### src/hw/rtl/tpw_pkg.sv
// Package: shared constants, types and helper functions for the page table walker.
`default_nettype none

package tpw_pkg;

    // Store geometry
    localparam int TABLE_PAGES      = 64;
    localparam int ENTRIES_PER_PAGE = 512;
    localparam int STORE_DEPTH      = TABLE_PAGES * ENTRIES_PER_PAGE;
    localparam int SLOT_W           = (TABLE_PAGES > 1) ? $clog2(TABLE_PAGES) : 1;
    localparam int ADDR_W           = $clog2(STORE_DEPTH);
    localparam logic [ADDR_W-1:0] ADDR_LAST = ADDR_W'(STORE_DEPTH - 1);

    // Field widths
    localparam int ENTRY_W    = 64;
    localparam int IDX_W      = 9;
    localparam int PPN_W      = 44;
    localparam int VA_W       = 39;
    localparam int PA_W       = 56;
    localparam int IN_SLOT_W  = 6;
    localparam int CFG_IDX_W  = 1;
    localparam int CFG_DATA_W = 44;

    // Page table entry layout
    localparam int PPN_LSB  = 10;
    localparam int PPN_MSB  = PPN_LSB + PPN_W - 1;
    localparam int PAGE_OFS = 12;
    localparam int FLAG_V   = 0;
    localparam int FLAG_R   = 1;
    localparam int FLAG_W   = 2;
    localparam int FLAG_X   = 3;
    localparam int FLAG_U   = 4;

    // Virtual address index fields
    localparam int VPN2_LSB = 30;
    localparam int VPN1_LSB = 21;
    localparam int VPN0_LSB = 12;

    localparam logic [PPN_W-1:0] PAGES_PPN  = PPN_W'(TABLE_PAGES);
    localparam logic [12:0]      PAGES_SLOT = 13'(TABLE_PAGES);

    // Request kinds
    localparam logic REQ_WRITE     = 1'b0;
    localparam logic REQ_TRANSLATE = 1'b1;

    // Configuration register indexes
    localparam logic [CFG_IDX_W-1:0] CFG_STORE_BASE = 1'd0;
    localparam logic [CFG_IDX_W-1:0] CFG_ROOT_SLOT  = 1'd1;

    typedef enum logic [2:0] {
        ST_OK            = 3'd0,
        ST_ROOT_INVALID  = 3'd1,
        ST_MID_INVALID   = 3'd2,
        ST_MID_SUPER     = 3'd3,
        ST_LEAF_INVALID  = 3'd4,
        ST_LEAF_NOT_USER = 3'd5,
        ST_OUTSIDE       = 3'd6
    } t_status;

    typedef enum logic [2:0] {
        S_CLEAR,
        S_IDLE,
        S_ROOT,
        S_MID,
        S_LEAF,
        S_FIN
    } t_state;

    // Slot lookup: in-store flag and store page
    typedef struct packed {
        logic              ok;
        logic [SLOT_W-1:0] slot;
    } t_slot;

    // Command to the table memory
    typedef struct packed {
        logic               we;
        logic               re;
        logic [ADDR_W-1:0]  addr;
        logic [ENTRY_W-1:0] wdata;
    } t_ram_cmd;

    // Map an entry's PPN to a store page
    function automatic t_slot ptr_slot(input logic [ENTRY_W-1:0] e,
                                       input logic [PPN_W-1:0] base);
        logic [PPN_W:0] diff;
        t_slot          r;
        diff   = {1'b0, e[PPN_MSB:PPN_LSB]} - {1'b0, base};
        r.ok   = !diff[PPN_W] && (diff[PPN_W-1:0] < PAGES_PPN);
        r.slot = diff[SLOT_W-1:0];
        return r;
    endfunction

    // Check a directly given slot number against the store size
    function automatic t_slot slot_fit(input logic [IN_SLOT_W-1:0] s);
        logic [12:0] ext;
        t_slot       r;
        ext    = {7'b0, s};
        r.ok   = ext < PAGES_SLOT;
        r.slot = ext[SLOT_W-1:0];
        return r;
    endfunction

    // Flat store address of an entry
    function automatic logic [ADDR_W-1:0] entry_addr(input logic [SLOT_W-1:0] slot,
                                                     input logic [IDX_W-1:0] idx);
        logic [SLOT_W+IDX_W-1:0] full;
        full = {slot, idx};
        return full[ADDR_W-1:0];
    endfunction

endpackage

`default_nettype wire

### src/hw/rtl/tpw_if.sv
// Interfaces: request, response and configuration channels of the page table walker.
`default_nettype none

interface tpw_req_if;
    import tpw_pkg::*;
    logic                 valid;
    logic                 ready;
    logic                 req_type;
    logic [IN_SLOT_W-1:0] table_slot;
    logic [IDX_W-1:0]     entry_index;
    logic [ENTRY_W-1:0]   entry_value;
    logic [VA_W-1:0]      virt_addr;

    modport source (output valid, req_type, table_slot, entry_index, entry_value,
                    virt_addr, input ready);
    modport sink   (input valid, req_type, table_slot, entry_index, entry_value,
                    virt_addr, output ready);
endinterface

interface tpw_rsp_if;
    import tpw_pkg::*;
    logic            valid;
    logic            ready;
    logic [PA_W-1:0] phys_addr;
    logic [2:0]      status;

    modport source (output valid, phys_addr, status, input ready);
    modport sink   (input valid, phys_addr, status, output ready);
endinterface


`default_nettype wire

### src/hw/rtl/tpw_walker.sv
// Walk sequencer: store clearing, entry writes, three-level walk and result register.
`default_nettype none

module tpw_walker
    import tpw_pkg::*;
(
    input  wire logic               i_clk,
    input  wire logic               i_rst_n,
    tpw_req_if.sink                 i_req,
    tpw_rsp_if.source               o_rsp,
    input  wire logic [PPN_W-1:0]   i_store_base,
    input  wire logic [IN_SLOT_W-1:0] i_root_slot,
    input  wire logic [ENTRY_W-1:0] i_ram_rdata,
    output t_ram_cmd                o_ram_cmd
);

    t_state              r_state, n_state;
    logic [ADDR_W-1:0]   r_clr_addr, n_clr_addr;
    logic [VPN1_LSB+IDX_W-VPN0_LSB-1:0] r_va_low, n_va_low;
    logic [PA_W-1:0]     r_res_phys, n_res_phys;
    t_status             r_res_status, n_res_status;
    logic                r_out_valid, n_out_valid;
    logic [PA_W-1:0]     r_out_phys, n_out_phys;
    t_status             r_out_status, n_out_status;

    logic    accept;
    logic    out_free;
    logic    step_end;
    t_status step_stat;
    t_slot   wr_slot;
    t_slot   root_fit;
    t_slot   ptr;
    logic    ent_v;
    logic    ent_u;
    logic    ent_rwx;

    assign accept   = i_req.valid && i_req.ready;
    assign out_free = !r_out_valid || o_rsp.ready;
    assign wr_slot  = slot_fit(i_req.table_slot);
    assign root_fit = slot_fit(i_root_slot);
    assign ptr      = ptr_slot(i_ram_rdata, i_store_base);
    assign ent_v    = i_ram_rdata[FLAG_V];
    assign ent_u    = i_ram_rdata[FLAG_U];
    assign ent_rwx  = i_ram_rdata[FLAG_R] | i_ram_rdata[FLAG_W] | i_ram_rdata[FLAG_X];

    // Judge the current step: does the item end here, and with what status
    always_comb begin
        step_end  = 1'b0;
        step_stat = ST_OK;
        case (r_state)
            S_IDLE: begin
                if (i_req.req_type == REQ_WRITE) begin
                    step_end  = 1'b1;
                    step_stat = wr_slot.ok ? ST_OK : ST_OUTSIDE;
                end else begin
                    step_end  = !root_fit.ok;
                    step_stat = ST_OUTSIDE;
                end
            end
            S_ROOT: begin
                step_end  = !ent_v || !ptr.ok;
                step_stat = !ent_v ? ST_ROOT_INVALID : ST_OUTSIDE;
            end
            S_MID: begin
                step_end = !ent_v || ent_rwx || !ptr.ok;
                if (!ent_v) begin
                    step_stat = ST_MID_INVALID;
                end else if (ent_rwx) begin
                    step_stat = ST_MID_SUPER;
                end else begin
                    step_stat = ST_OUTSIDE;
                end
            end
            S_LEAF: begin
                step_end = 1'b1;
                if (!ent_v) begin
                    step_stat = ST_LEAF_INVALID;
                end else if (!ent_u) begin
                    step_stat = ST_LEAF_NOT_USER;
                end else begin
                    step_stat = ST_OK;
                end
            end
            default: begin
                step_end  = 1'b0;
                step_stat = ST_OK;
            end
        endcase
    end

    // Next state
    always_comb begin
        n_state = r_state;
        case (r_state)
            S_CLEAR: begin
                if (r_clr_addr == ADDR_LAST) begin
                    n_state = S_IDLE;
                end
            end
            S_IDLE: begin
                if (accept) begin
                    n_state = step_end ? S_FIN : S_ROOT;
                end
            end
            S_ROOT:  n_state = step_end ? S_FIN : S_MID;
            S_MID:   n_state = step_end ? S_FIN : S_LEAF;
            S_LEAF:  n_state = S_FIN;
            S_FIN: begin
                if (out_free) begin
                    n_state = S_IDLE;
                end
            end
            default: n_state = S_CLEAR;
        endcase
    end

    // Outputs: memory commands, result capture and output register
    always_comb begin
        i_req.ready     = 1'b0;
        o_ram_cmd       = '0;
        n_clr_addr      = r_clr_addr;
        n_va_low        = r_va_low;
        n_res_phys      = r_res_phys;
        n_res_status    = r_res_status;
        n_out_valid     = r_out_valid;
        n_out_phys      = r_out_phys;
        n_out_status    = r_out_status;

        // Drop a delivered result
        if (r_out_valid && o_rsp.ready) begin
            n_out_valid = 1'b0;
        end

        case (r_state)
            S_CLEAR: begin
                o_ram_cmd.we    = 1'b1;
                o_ram_cmd.addr  = r_clr_addr;
                o_ram_cmd.wdata = '0;
                n_clr_addr      = r_clr_addr + 1'b1;
            end
            S_IDLE: begin
                i_req.ready = 1'b1;
                if (accept) begin
                    n_va_low     = i_req.virt_addr[VPN1_LSB+IDX_W-1:VPN0_LSB];
                    n_res_phys   = '0;
                    n_res_status = step_stat;
                    if (i_req.req_type == REQ_WRITE) begin
                        o_ram_cmd.we    = wr_slot.ok;
                        o_ram_cmd.addr  = entry_addr(wr_slot.slot, i_req.entry_index);
                        o_ram_cmd.wdata = i_req.entry_value;
                    end else begin
                        o_ram_cmd.re   = root_fit.ok;
                        o_ram_cmd.addr = entry_addr(root_fit.slot,
                                             i_req.virt_addr[VPN2_LSB+IDX_W-1:VPN2_LSB]);
                    end
                end
            end
            S_ROOT: begin
                n_res_status = step_stat;
                if (!step_end) begin
                    o_ram_cmd.re   = 1'b1;
                    o_ram_cmd.addr = entry_addr(ptr.slot,
                                         r_va_low[VPN1_LSB-VPN0_LSB+IDX_W-1:VPN1_LSB-VPN0_LSB]);
                end
            end
            S_MID: begin
                n_res_status = step_stat;
                if (!step_end) begin
                    o_ram_cmd.re   = 1'b1;
                    o_ram_cmd.addr = entry_addr(ptr.slot, r_va_low[IDX_W-1:0]);
                end
            end
            S_LEAF: begin
                n_res_status = step_stat;
                if (step_stat == ST_OK) begin
                    n_res_phys = {i_ram_rdata[PPN_MSB:PPN_LSB], {PAGE_OFS{1'b0}}};
                end
            end
            S_FIN: begin
                if (out_free) begin
                    n_out_valid  = 1'b1;
                    n_out_phys   = r_res_phys;
                    n_out_status = r_res_status;
                end
            end
            default: begin
                i_req.ready = 1'b0;
            end
        endcase
    end

    assign o_rsp.valid     = r_out_valid;
    assign o_rsp.phys_addr = r_out_phys;
    assign o_rsp.status    = r_out_status;

    // Control registers
    always_ff @(posedge i_clk) begin
        if (!i_rst_n) begin
            r_state     <= S_CLEAR;
            r_clr_addr  <= '0;
            r_out_valid <= 1'b0;
        end else begin
            r_state     <= n_state;
            r_clr_addr  <= n_clr_addr;
            r_out_valid <= n_out_valid;
        end
    end

    // Payload registers
    always_ff @(posedge i_clk) begin
        r_va_low     <= n_va_low;
        r_res_phys   <= n_res_phys;
        r_res_status <= n_res_status;
        r_out_phys   <= n_out_phys;
        r_out_status <= n_out_status;
    end

endmodule

`default_nettype wire

### src/flat_wrapper.sv
// flat-port wrapper written by rule: the top's interface ports become plain ports
module tpw_walker_flat import tpw_pkg::*;
  (i_clk, i_rst_n, i_store_base, i_root_slot, i_ram_rdata, o_ram_cmd, i_req_valid, i_req_req_type, i_req_table_slot, i_req_entry_index, i_req_entry_value, i_req_virt_addr, i_req_ready, o_rsp_valid, o_rsp_phys_addr, o_rsp_status, o_rsp_ready);
  tpw_req_if i_req_i ();
  tpw_rsp_if o_rsp_i ();
  input  wire logic i_clk;
  input  wire logic i_rst_n;
  input  wire logic [PPN_W-1:0] i_store_base;
  input  wire logic [IN_SLOT_W-1:0] i_root_slot;
  input  wire logic [ENTRY_W-1:0] i_ram_rdata;
  output t_ram_cmd o_ram_cmd;
  input wire logic [$bits(i_req_i.valid)-1:0] i_req_valid;
  input wire logic [$bits(i_req_i.req_type)-1:0] i_req_req_type;
  input wire logic [$bits(i_req_i.table_slot)-1:0] i_req_table_slot;
  input wire logic [$bits(i_req_i.entry_index)-1:0] i_req_entry_index;
  input wire logic [$bits(i_req_i.entry_value)-1:0] i_req_entry_value;
  input wire logic [$bits(i_req_i.virt_addr)-1:0] i_req_virt_addr;
  output wire logic [$bits(i_req_i.ready)-1:0] i_req_ready;
  output wire logic [$bits(o_rsp_i.valid)-1:0] o_rsp_valid;
  output wire logic [$bits(o_rsp_i.phys_addr)-1:0] o_rsp_phys_addr;
  output wire logic [$bits(o_rsp_i.status)-1:0] o_rsp_status;
  input wire logic [$bits(o_rsp_i.ready)-1:0] o_rsp_ready;
  assign i_req_i.valid = i_req_valid;
  assign i_req_i.req_type = i_req_req_type;
  assign i_req_i.table_slot = i_req_table_slot;
  assign i_req_i.entry_index = i_req_entry_index;
  assign i_req_i.entry_value = i_req_entry_value;
  assign i_req_i.virt_addr = i_req_virt_addr;
  assign i_req_ready = i_req_i.ready;
  assign o_rsp_valid = o_rsp_i.valid;
  assign o_rsp_phys_addr = o_rsp_i.phys_addr;
  assign o_rsp_status = o_rsp_i.status;
  assign o_rsp_i.ready = o_rsp_ready;
  tpw_walker u_core (.i_clk(i_clk), .i_rst_n(i_rst_n), .i_req(i_req_i), .o_rsp(o_rsp_i), .i_store_base(i_store_base), .i_root_slot(i_root_slot), .i_ram_rdata(i_ram_rdata), .o_ram_cmd(o_ram_cmd));
endmodule
### config.mk
export PLATFORM = sky130hd
export DESIGN_NAME = tpw_walker_flat
export DESIGN_NICKNAME = d
export VERILOG_FILES = /design/src/hw/rtl/tpw_pkg.sv /design/src/hw/rtl/tpw_if.sv /design/src/hw/rtl/tpw_walker.sv /design/src/flat_wrapper.sv
export SDC_FILE = /design/constraint.sdc
export NUM_CORES = 1
export LEC_CHECK = 0
export BUFFER_PORTS_ARGS = -buffer_cell sky130_fd_sc_hd__clkbuf_2
export CORE_MARGIN = 3
export CORE_UTILIZATION = 40
export DETAILED_ROUTE_END_ITERATION = 6
export PLACE_DENSITY = 0.69
export SLEW_MARGIN = 30
export SYNTH_ARGS = -nofsm -noshare
export SYNTH_HDL_FRONTEND = slang
export SYNTH_SLANG_ARGS = --single-unit
### constraint.sdc
create_clock -name i_clk -period 5.63 [get_ports i_clk]
set_clock_uncertainty 0.15 [all_clocks]
set_input_delay 0.563 -clock i_clk [delete_from_list [all_inputs] [get_ports i_clk]]
set_output_delay 0.563 -clock i_clk [all_outputs]
set_load 0.005 [all_outputs]
# Word level (Yosys, flattened, before mapping)
# Cells that the tools add are included.
# Widths: inputs -> output; s select.
[word_totals] register_bits=155 latch_bits=0 ram_bits=0 mem_bits_ro=0 input_bits=237 out_inout_bits=142 n_memories=0
[op_classes] add_sub_neg=2 n_mul=0 div_mod_pow=0 order_cmp=1 n_eq_ne=10 shift=0 muxes=35 bitwise=2 n_reduce_logical=21
[op_table] cell="$mux 64" n=2
[op_table] cell="$mux 56" n=2
[op_table] cell="$pmux 56 s2" n=1
[op_table] cell="$mux 81" n=1
[op_table] cell="$pmux 15 s4" n=1
[op_table] cell="$sub 44x44->45" n=1
[op_table] cell="$lt 44x7->1 const B" n=1
[op_table] cell="$mux 3" n=12
[op_table] cell="$mux 16" n=2
[op_table] cell="$pmux 3 s6" n=1
[op_table] cell="$add 15x1->15 const B" n=1
[op_table] cell="$eq 15x15->1 const B" n=1
[op_table] cell="$mux 15" n=1
[op_table] cell="$pmux 3 s4" n=1
[op_table] cell="$ne 2x1->1 const B" n=4
[op_table] cell="$mux 1" n=7
[op_table] cell="$eq 3x2->1 const B" n=2
[op_table] cell="$eq 3x3->1 const B" n=2
[op_table] cell="$logic_not 3->1" n=2
[op_table] cell="$pmux 3 s2" n=1
[op_table] cell="$reduce_and 2->1" n=3
[op_table] cell="$reduce_and 3->1" n=2
[op_table] cell="$logic_not 1->1" n=4
[op_table] cell="$logic_or 1x1->1" n=4
[op_table] cell="other kinds (8)" n=12

# Logic depth before layout (Yosys ltp)
# Gate-level depths: netlist of the first run.
[depth] ltp_word=9 depth_mapped=15 mapped_depth_nobuf=14

# Worst setup path before layout of the first run
# OpenSTA, ideal clock, no wires.
[synth_path] kind="input to output" start="in i_store_base[13]" end="out o_ram_cmd[75] in the netlist's numbering" arrival_ns=4.089 t_required_ns=4.917 slack_ns=0.828 path_stages=15 n_path_buf=2 cell_sequence="inv_1 -> ha_1 -> clkbuf_1 -> nand4_1 -> or3_1 -> a2bb2oi_2 -> a311o_1 -> nand2_1 -> xor2_1 -> or4_1 -> or4_4 -> nor4_4 -> buf_6 -> nand2_4 -> o21ai_2"
[synth_lines] item="start: declaration" line_no="flat_wrapper.sv:8" rtl="input wire logic [PPN_W-1:0] i_store_base;"
[synth_lines] item="end: declaration" line_no="flat_wrapper.sv:11" rtl="output t_ram_cmd o_ram_cmd;"

==> results of run 1 <==
where the power goes:
part           switching, mW  internal (mW)
clock network          0.491          0.598
logic                  0.294          0.212
registers            0.00216           1.04
sequential cells by signal (all words and copies together), names as in the netlist:
| register | count |
|---|---|
| u_core.o_rsp.phys_addr | 44 |
| u_core.r_res_phys | 44 |
| u_core.r_va_low | 18 |
| u_core.r_clr_addr | 15 |
| u_core.o_rsp.status | 3 |
| u_core.r_res_status | 3 |
| u_core.r_state | 3 |
| u_core.o_rsp.valid | 1 |
placed cells by master (no fill, tap or decap), types with 6 or more instances in the layout:
| master | instances |
|---|---|
| a211oi_1 | 6 |
| a21o_1 | 21 |
| a21oi_1 | 69 |
| a21oi_2 | 6 |
| a31o_1 | 6 |
| a31oi_1 | 8 |
| and2_1 | 61 |
| and3_1 | 67 |
| buf_4 | 19 |
| clkbuf_16 | 17 |
| clkbuf_2 | 339 |
| conb_1 | 12 |
| dfxtp_1 | 19 |
| edfxtp_1 | 112 |
| ha_1 | 45 |
| inv_1 | 52 |
| inv_6 | 6 |
| mux2i_1 | 19 |
| nand2_1 | 80 |
| nand2b_1 | 9 |
| nand3_1 | 14 |
| nand4_1 | 24 |
| nor2_1 | 45 |
| nor2b_1 | 7 |
| nor3_1 | 19 |
| nor4_1 | 6 |
| o211ai_1 | 8 |
| o21a_1 | 14 |
| o21ai_0 | 43 |
| o21ai_1 | 12 |
| o21ai_2 | 6 |
| or3_1 | 7 |
| xnor2_1 | 17 |
| xor2_1 | 24 |
path summary, 6_finish.rpt:
| path | startpoint | end | slack, ns | depth (start not counted) |
|---|---|---|---|---|
| hold reg to reg | u_core.r_res_phys[21] | u_core.o_rsp.phys_addr[21] | 0.27 | 0 |
| setup / recovery | i_ram_rdata[10] | o_ram_cmd[69] | 0.22 | 17 |
| setup reg to reg | u_core.r_state[1] | u_core.r_state[1] | 1.87 | 12 |
| hold / removal | i_req_virt_addr[12] | u_core.r_va_low[0] | 0.15 | 1 |
metrics by stage:
stage	setup slack [ns]	utilization, %
CTS	0.100	52.5
global placement	0.123	49.8
floorplan	0.828	-
global route	0.00919	52.5
detailed placement	0.108	49.8
finish	0.216	52.5
layout make-up:
cell class                 count  area (µm²)
fill                        2109       10400
clock buffer                  18         439
antenna                        1        2.50
sequential                   131        3740
tap                          280         350
multi-input combinational    722        4760
inverter                      53         201
timing repair buffer         359        1860
clock inverter                14         136
routing by layer:
layer | global-route usage (%) | vias to the layer above | routed length (µm)
li1 | - | 4153 | -
met3 | 4.16 | 33 | 2140
met2 | 32.1 | 353 | 11900
met5 | 0 | - | 0
met1 | 36.2 | 3923 | 14200
met4 | 6.42 | 0 | 461
cells by family after synthesis:
family	synth area share [%]
AO/OA/AOI/OAI	17.8
XOR/XNOR	4.01
buffers and inverters	5.76
adder cells (fa/ha/maj)	6.52
other	0.0419
AND/OR/NAND/NOR	21.9
multiplexers	2.13
flip-flops	41.8
worst max-delay path, delay by kind of cell:
kind	cells	cell delay, ns
fa+ha+maj	2	0.59
simple gates	5	1.78
buf+inv	4	0.52
xor+xnor	1	0.06
compound gates	5	1.19
==> results.toml, run 1 <==
[detailed_routing]
drc = 0
wl_per_cell_um = 18.2
drt-total-wl_um = 28700
drt_iter0_markers = 715
firstDrtPassIters = 5
vias = 8462
viasPerCell = 5.36
antenna_left = 0

[clock_network]
ctsHoldBuffers = 0
numCtsBuffers = 17
htreeDepth = 4
cts_root_buf = "clkbuf_16"
postCtsSetupBuffers = 0
clk_pin_slew_ns = 0.07
clk_path_buf_depth = 2
cts_tree = "done"
clock_sink_count = 131
postCtsResizedCells = 0
clock_latency_ns = 0.43

[power]
p_total_mw = 2.64
p_leak_nw = 5.50
power_density_nw_per_um2 = 230
peakVddDrop_mv = 0.183

[floorplanning]
dieHeight_um = 156
initial_core_util_pct = 40.9
rows = 54
die-area_um2 = 24200
die_x_um = 156
ios = 379
core_um2 = 21900

[critical_path]
worstPathRequired_ns = 4.92
worstPathCellList = "clkbuf_2 > inv_1 > ha_1 > fa_1 > nand2b_1 > a21oi_2 > o211ai_1 > a311o_1 > nand2_1 > xor2_1 > or4_1 > or4_4 > nor4_4 > buf_4 > a31o_1 > a21o_1 > clkbuf_2"
start_kind = "input pin"
max_stage_delay_ns = 0.57
cp_common_cell = "clkbuf_2"
cp-end-kind = "primary output"
crit_arrival_ns = 4.70
worst-setup-path-type = "input pin to primary output"
cpMaxStageDelayCell = "or4_4"
path_max_fanout = 12

[synthesis]
avgSynthCellArea_um2 = 9.37
synth_cells = 955
yosysWarnings = 0
seq_area_frac_synth_pct = 41.8
yosysMostFrequentCell = "edfxtp_1"
synth.top_cell.area_share_pct = 37.6
yosysTopAreaCell = "edfxtp_1"
synth_edf_count = 112
syn-cell-area_um2 = 8950
synth_common_cells = "edfxtp_1, nand2_1, a21oi_1"
ys_types = 70
synth-async-reset-ratio_pct = 0
ys_top_cells_by_area = "edfxtp_1, ha_1, and3_1, and2_1, dfxtp_1"
synth-seq-cells = 131
ys.flop_type = "edfxtp_1"

[grt]
first_global_vias = 8009
overflow = 0
grt_max_degree = 84
grt_pass1_wl_um = 43900
grt_antenna_before_repair = 1
grtUsageTotal_pct = 23.0

[timing]
setup_viol = 0
worst_pin_slew_ns = 0.709
maxSlewHeadroom_pct = 52.5
hold_violations = 0
finalHoldWorstSlack_ns = 0.151
fmax_ghz = 0.185
fin_setup_tns_ns = 0
rsz0062_at_grt = "false"
fin_crit_ns = 5.41
slew_violations = 0
post-route-period-util_pct = 96.2

[run]
cap_violations = 0

[placed_design]
io_buffers = 339
dpl-instance-area_um2 = 10900
post-dp-hpwl_um = 22800
gp_congestion = 0.959
dp_cells = 1545

[finish]
finalNetCount = 1567
stdcell_area_um2 = 11500
drive_gt1_share_pct = 32.7
syn2layout_area_growth_pct = 28.4
finalNonFillerCells = 1578

[outcome]
status = "finished, final reports clean"

[hold_path]
hp-class = "input pin to register"
Power figures use the tool's default switching activity.
==> run 2: changes to the inputs <==
--- a/config.mk
+++ b/config.mk
@@ -6,10 +6,10 @@
 export NUM_CORES = 1
 export LEC_CHECK = 0
 export BUFFER_PORTS_ARGS = -buffer_cell sky130_fd_sc_hd__clkbuf_2
-export CORE_MARGIN = 3
-export CORE_UTILIZATION = 40
+export CORE_AREA = 3 3 148 150
 export DETAILED_ROUTE_END_ITERATION = 6
-export PLACE_DENSITY = 0.69
+export DIE_AREA = 0 0 151 153
+export PLACE_DENSITY = 0.73
 export SLEW_MARGIN = 30
 export SYNTH_ARGS = -nofsm -noshare
 export SYNTH_HDL_FRONTEND = slang
==> results.toml, run 2 (synthesized netlist as in run 1, its figures left out) <==
[outcome]
status = "finished, final reports clean"

[finish]
stdcell_area_um2 = 11500
drive_gt1_share_pct = 32.6
final_core_util_pct = 55.3
nFillCells = 1928
layout_commonest_cell = "clkbuf_2"
finalNetCount = 1567
layout_common_cells = "clkbuf_2, edfxtp_1, nand2_1, a21oi_1, and3_1"
syn2layout_area_growth_pct = 28.6

[floorplanning]
die_x_um = 151
core_um2 = 20800
ios = 379
initial_core_util_pct = 43.0
rows = 53
die-area_um2 = 23100
dieHeight_um = 153

[clock_network]
cts_tree = "done"
clk_pin_slew_ns = 0.07
ctsHoldBuffers = 0
htreeDepth = 4
cts_root_buf = "clkbuf_16"
clock_sink_count = 131
numCtsBuffers = 17
clk_path_buf_depth = 2
postCtsSetupBuffers = 0
clock_latency_ns = 0.43
postCtsResizedCells = 0

[placed_design]
gp_congestion = 0.918
dpl-instance-area_um2 = 10900
post-dp-hpwl_um = 23600
io_buffers = 339

[run]
cap_violations = 0

[timing]
post-route-period-util_pct = 95.8
slew_violations = 0
finalHoldWorstSlack_ns = 0.157
worst_pin_slew_ns = 0.708
fin_crit_ns = 5.40
setup_viol = 0
fin_setup_tns_ns = 0
maxSlewHeadroom_pct = 52.6
hold_violations = 0
fmax_ghz = 0.185
rsz0062_at_grt = "false"

[detailed_routing]
wl_per_cell_um = 18.8
vias = 8533
drt_iter0_markers = 573
drc = 0
viasPerCell = 5.42
drt-total-wl_um = 29500
firstDrtPassIters = 5
antenna_left = 0

[critical_path]
worstPathRequired_ns = 4.92
cp-end-kind = "primary output"
start_kind = "input pin"
crit_arrival_ns = 4.68
path_max_fanout = 14
worst-setup-path-type = "input pin to primary output"

[power]
p_leak_nw = 5.50
power_density_nw_per_um2 = 234
peakVddDrop_mv = 0.188

[grt]
grtUsageTotal_pct = 24.6
grt_pass1_wl_um = 44200
first_global_vias = 7982
overflow = 0
grt_max_degree = 84
grt_antenna_before_repair = 1

[hold_path]
hp-class = "input pin to register"
## run 2: cell count changes in the layout (fill, tap and decap cells not counted), sizes merged
cell / before / now
bufinv: 0 / 2
clkinv: 4 / 0
clkinvlp: 1 / 4
inv: 62 / 61
## run 2: power by group
group / leakage (nW) / switching (mW) / internal (mW)
sequential: 1.23 / 0.00230 / 1.04
combinational: 3.99 / 0.293 / 0.213
clock: 0.280 / 0.480 / 0.668
total: 5.50 / 0.775 / 1.92
## run 2: layer usage
layer	global-route usage (%)	routed length, µm	part of all wire (%)	up-vias
li1	-	-	-	4144
met4	6.78	468	1.6	0
met2	37.3	13100	44	348
met5	0	0	0	-
met3	4.57	2200	7.5	34
met1	36.0	13800	47	4007
## run 2: cell type report
class | instances | area, µm² | area share, %
Antenna cell | 1 | 2.50 | 0.0218
Clock buffer | 18 | 429 | 3.73
Clock inverter | 14 | 168 | 1.46
Inverter | 53 | 201 | 1.75
Multi-Input combinational cell | 722 | 4760 | 41.3
Sequential cell | 131 | 3740 | 32.5
Tap cell | 275 | 344 | 2.99
Timing Repair Buffer | 359 | 1860 | 16.2
## run 2: worst paths after layout
| kind | start | to | slack [ns] | cells past startpoint |
|---|---|---|---|---|
| setup / recovery | i_ram_rdata[10] | o_ram_cmd[65] | 0.23 | 17 |
| hold / removal | i_req_virt_addr[23] | u_core.r_va_low[11] | 0.16 | 1 |
| setup reg to reg | u_core.r_state[1] | u_core.r_state[2] | 2.20 | 12 |
| hold reg to reg | u_core.r_res_status[1] | u_core.o_rsp.status[1] | 0.27 | 0 |
## run 2: critical path, cell delays in order
cell and delay [ns]:
clkbuf_2 0.08, inv_1 0.04, ha_1 0.19, fa_1 0.42, nand2b_1 0.19, a21oi_1 0.27, o211ai_1 0.23, a311o_1 0.40
nand2_1 0.08, xor2_1 0.05, or4_1 0.56, or4_4 0.57, nor4_4 0.31, buf_12 0.19, and2b_2 0.26, a21o_1 0.16
clkbuf_2 0.11
## run 2: metrics by stage
| step | setup slack, ns | total power, mW | cells |
|---|---|---|---|
| after floorplan | 0.828 | 1.39 | 966 |
| after global placement | 0.214 | 1.55 | 1540 |
| after detailed placement | 0.164 | 1.56 | 1540 |
| after CTS | 0.156 | 2.71 | 1572 |
| after global routing | 0.0336 | 2.80 | 1573 |
| final | 0.234 | 2.70 | 1573 |
==> run 3: changes to the inputs <==
--- a/config.mk
+++ b/config.mk
@@ -6,10 +6,10 @@
 export NUM_CORES = 1
 export LEC_CHECK = 0
 export BUFFER_PORTS_ARGS = -buffer_cell sky130_fd_sc_hd__clkbuf_2
-export CORE_AREA = 3 3 148 150
+export CORE_MARGIN = 3
+export CORE_UTILIZATION = 37
 export DETAILED_ROUTE_END_ITERATION = 6
-export DIE_AREA = 0 0 151 153
-export PLACE_DENSITY = 0.73
+export PLACE_DENSITY_LB_ADDON = 0.2
 export SLEW_MARGIN = 30
 export SYNTH_ARGS = -nofsm -noshare
 export SYNTH_HDL_FRONTEND = slang
==> results.toml, run 3 (synthesized netlist as in run 1, its figures left out) <==
[outcome]
status = "finished, final reports clean"

[grt]
grtUsageTotal_pct = 21.7
grt_max_degree = 84
overflow = 0
grt_antenna_before_repair = 3
first_global_vias = 8098
grt_pass1_wl_um = 44400

[timing]
hold_violations = 0
post-route-period-util_pct = 95.2
worst_pin_slew_ns = 0.723
fmax_ghz = 0.186
fin_crit_ns = 5.36
fin_setup_tns_ns = 0
finalHoldWorstSlack_ns = 0.159
slew_violations = 0
rsz0062_at_grt = "false"
setup_viol = 0
maxSlewHeadroom_pct = 51.8

[clock_network]
clock_latency_ns = 0.43
clock_sink_count = 131
clk_pin_slew_ns = 0.06
clk_path_buf_depth = 2
numCtsBuffers = 17
ctsHoldBuffers = 0
cts_root_buf = "clkbuf_16"
cts_tree = "done"
htreeDepth = 4

[critical_path]
path_max_fanout = 14
worstPathRequired_ns = 4.92
start_kind = "input pin"
crit_arrival_ns = 4.65
cp-end-kind = "primary output"
r2r_start = "u_core.r_state[2]"
cp-startpoint = "i_ram_rdata[10]"
r2r_slack_ns = 2.08
worstRegToRegCells = 11
worst-setup-path-type = "input pin to primary output"
regToRegEndpoint = "u_core.r_state[1]"

[detailed_routing]
drt-total-wl_um = 29100
vias = 8422
drt_iter0_markers = 669
firstDrtPassIters = 6
viasPerCell = 5.20
wl_per_cell_um = 18.0
drc = 0
antenna_left = 0

[placed_design]
post-dp-hpwl_um = 23200
io_buffers = 339
dpl-instance-area_um2 = 11000
gp_congestion = 0.873
dp_cells = 1584

[floorplanning]
die_x_um = 162
die-area_um2 = 26100
ios = 379
core_um2 = 23600
initial_core_util_pct = 37.9
rows = 56
dieHeight_um = 162

[hold_path]
min_from = "i_req_virt_addr[26]"
hp-class = "input pin to register"
min_path_cells = 1
holdPathEnd = "u_core.r_va_low[14]"

[finish]
finalNonFillerCells = 1619
stdcell_area_um2 = 11500
layout_commonest_cell = "clkbuf_2"
finalNetCount = 1567
drive_gt1_share_pct = 32.5
layout_common_cells = "clkbuf_2, edfxtp_1, nand2_1, a21oi_1, and3_1"
syn2layout_area_growth_pct = 28.9

[power]
p_leak_nw = 5.48
peakVddDrop_mv = 0.201
power_density_nw_per_um2 = 228
p_total_mw = 2.63

[run]
cap_violations = 0
-- run 3: cell types whose count changed in the layout (fill, tap and decap cells not counted), moves of 2 or more --
cell,previous run,this run
diode_2,1,3
inv_8,3,0
a2111oi_1,1,3
clkinv_1,0,2
a2111oi_0,3,1
clkinv_4,0,3
inv_6,5,3
-- run 3: power breakdown --
group	switching (mW)	internal [mW]	leakage, nW
Combinational	0.295	0.213	3.99
Sequential	0.00213	1.04	1.23
Clock	0.467	0.609	0.257
Total	0.764	1.86	5.48
-- run 3: worst max-delay path by stage --
stage	depth (start not counted)	endpoint	slack (ns)
floorplan	15	o_ram_cmd[75]	0.83
global placement	19	o_ram_cmd[65]	0.11
detailed placement	17	o_ram_cmd[71]	0.19
CTS	19	o_ram_cmd[71]	0.16
global route	17	o_ram_cmd[71]	0.05
finish	17	o_ram_cmd[71]	0.27
-- run 3: repair_timing --
item | CTS | global route
buffers inserted | 0 | 0
setup endpoints to repair | 0 | 10
resized for setup | 0 | 6
-- run 3: per-stage QoR --
step	utilization (%)	worst slack [ns]
after floorplan	-	0.828
after global placement	46.4	0.108
after detailed placement	46.4	0.189
after CTS	48.8	0.165
after global routing	48.9	0.0493
final	48.9	0.268
-- run 3: metal layers --
metal | routed length (µm) | GRT usage, %
met1 | 12900 | 28.8
met2 | 13400 | 34.7
met3 | 1960 | 5.03
met4 | 833 | 7.78
met5 | 0 | 0
-- run 3: cell type report --
| type | instances | area [µm²] |
|---|---|---|
| inverters | 53 | 201 |
| repair buffers | 359 | 1860 |
| clock buffers | 17 | 425 |
| clock inverters | 15 | 133 |
| well taps | 319 | 399 |
| fillers | 2274 | 12100 |
| multi-input cells | 722 | 4770 |
| flip-flops and latches | 131 | 3740 |
| diodes | 3 | 7.51 |
-- run 3: worst max-delay path: stages --
cell and delay, ns:
clkbuf_2 0.08, inv_1 0.06, ha_1 0.20, fa_1 0.40
nand2b_1 0.18, a21oi_1 0.22, o211ai_1 0.23, a311o_1 0.40
nand2_1 0.08, xor2_1 0.06, or4_1 0.57, or4_4 0.57
nor4_4 0.33, buf_12 0.19, and2b_2 0.25, a21o_1 0.14
clkbuf_2 0.11
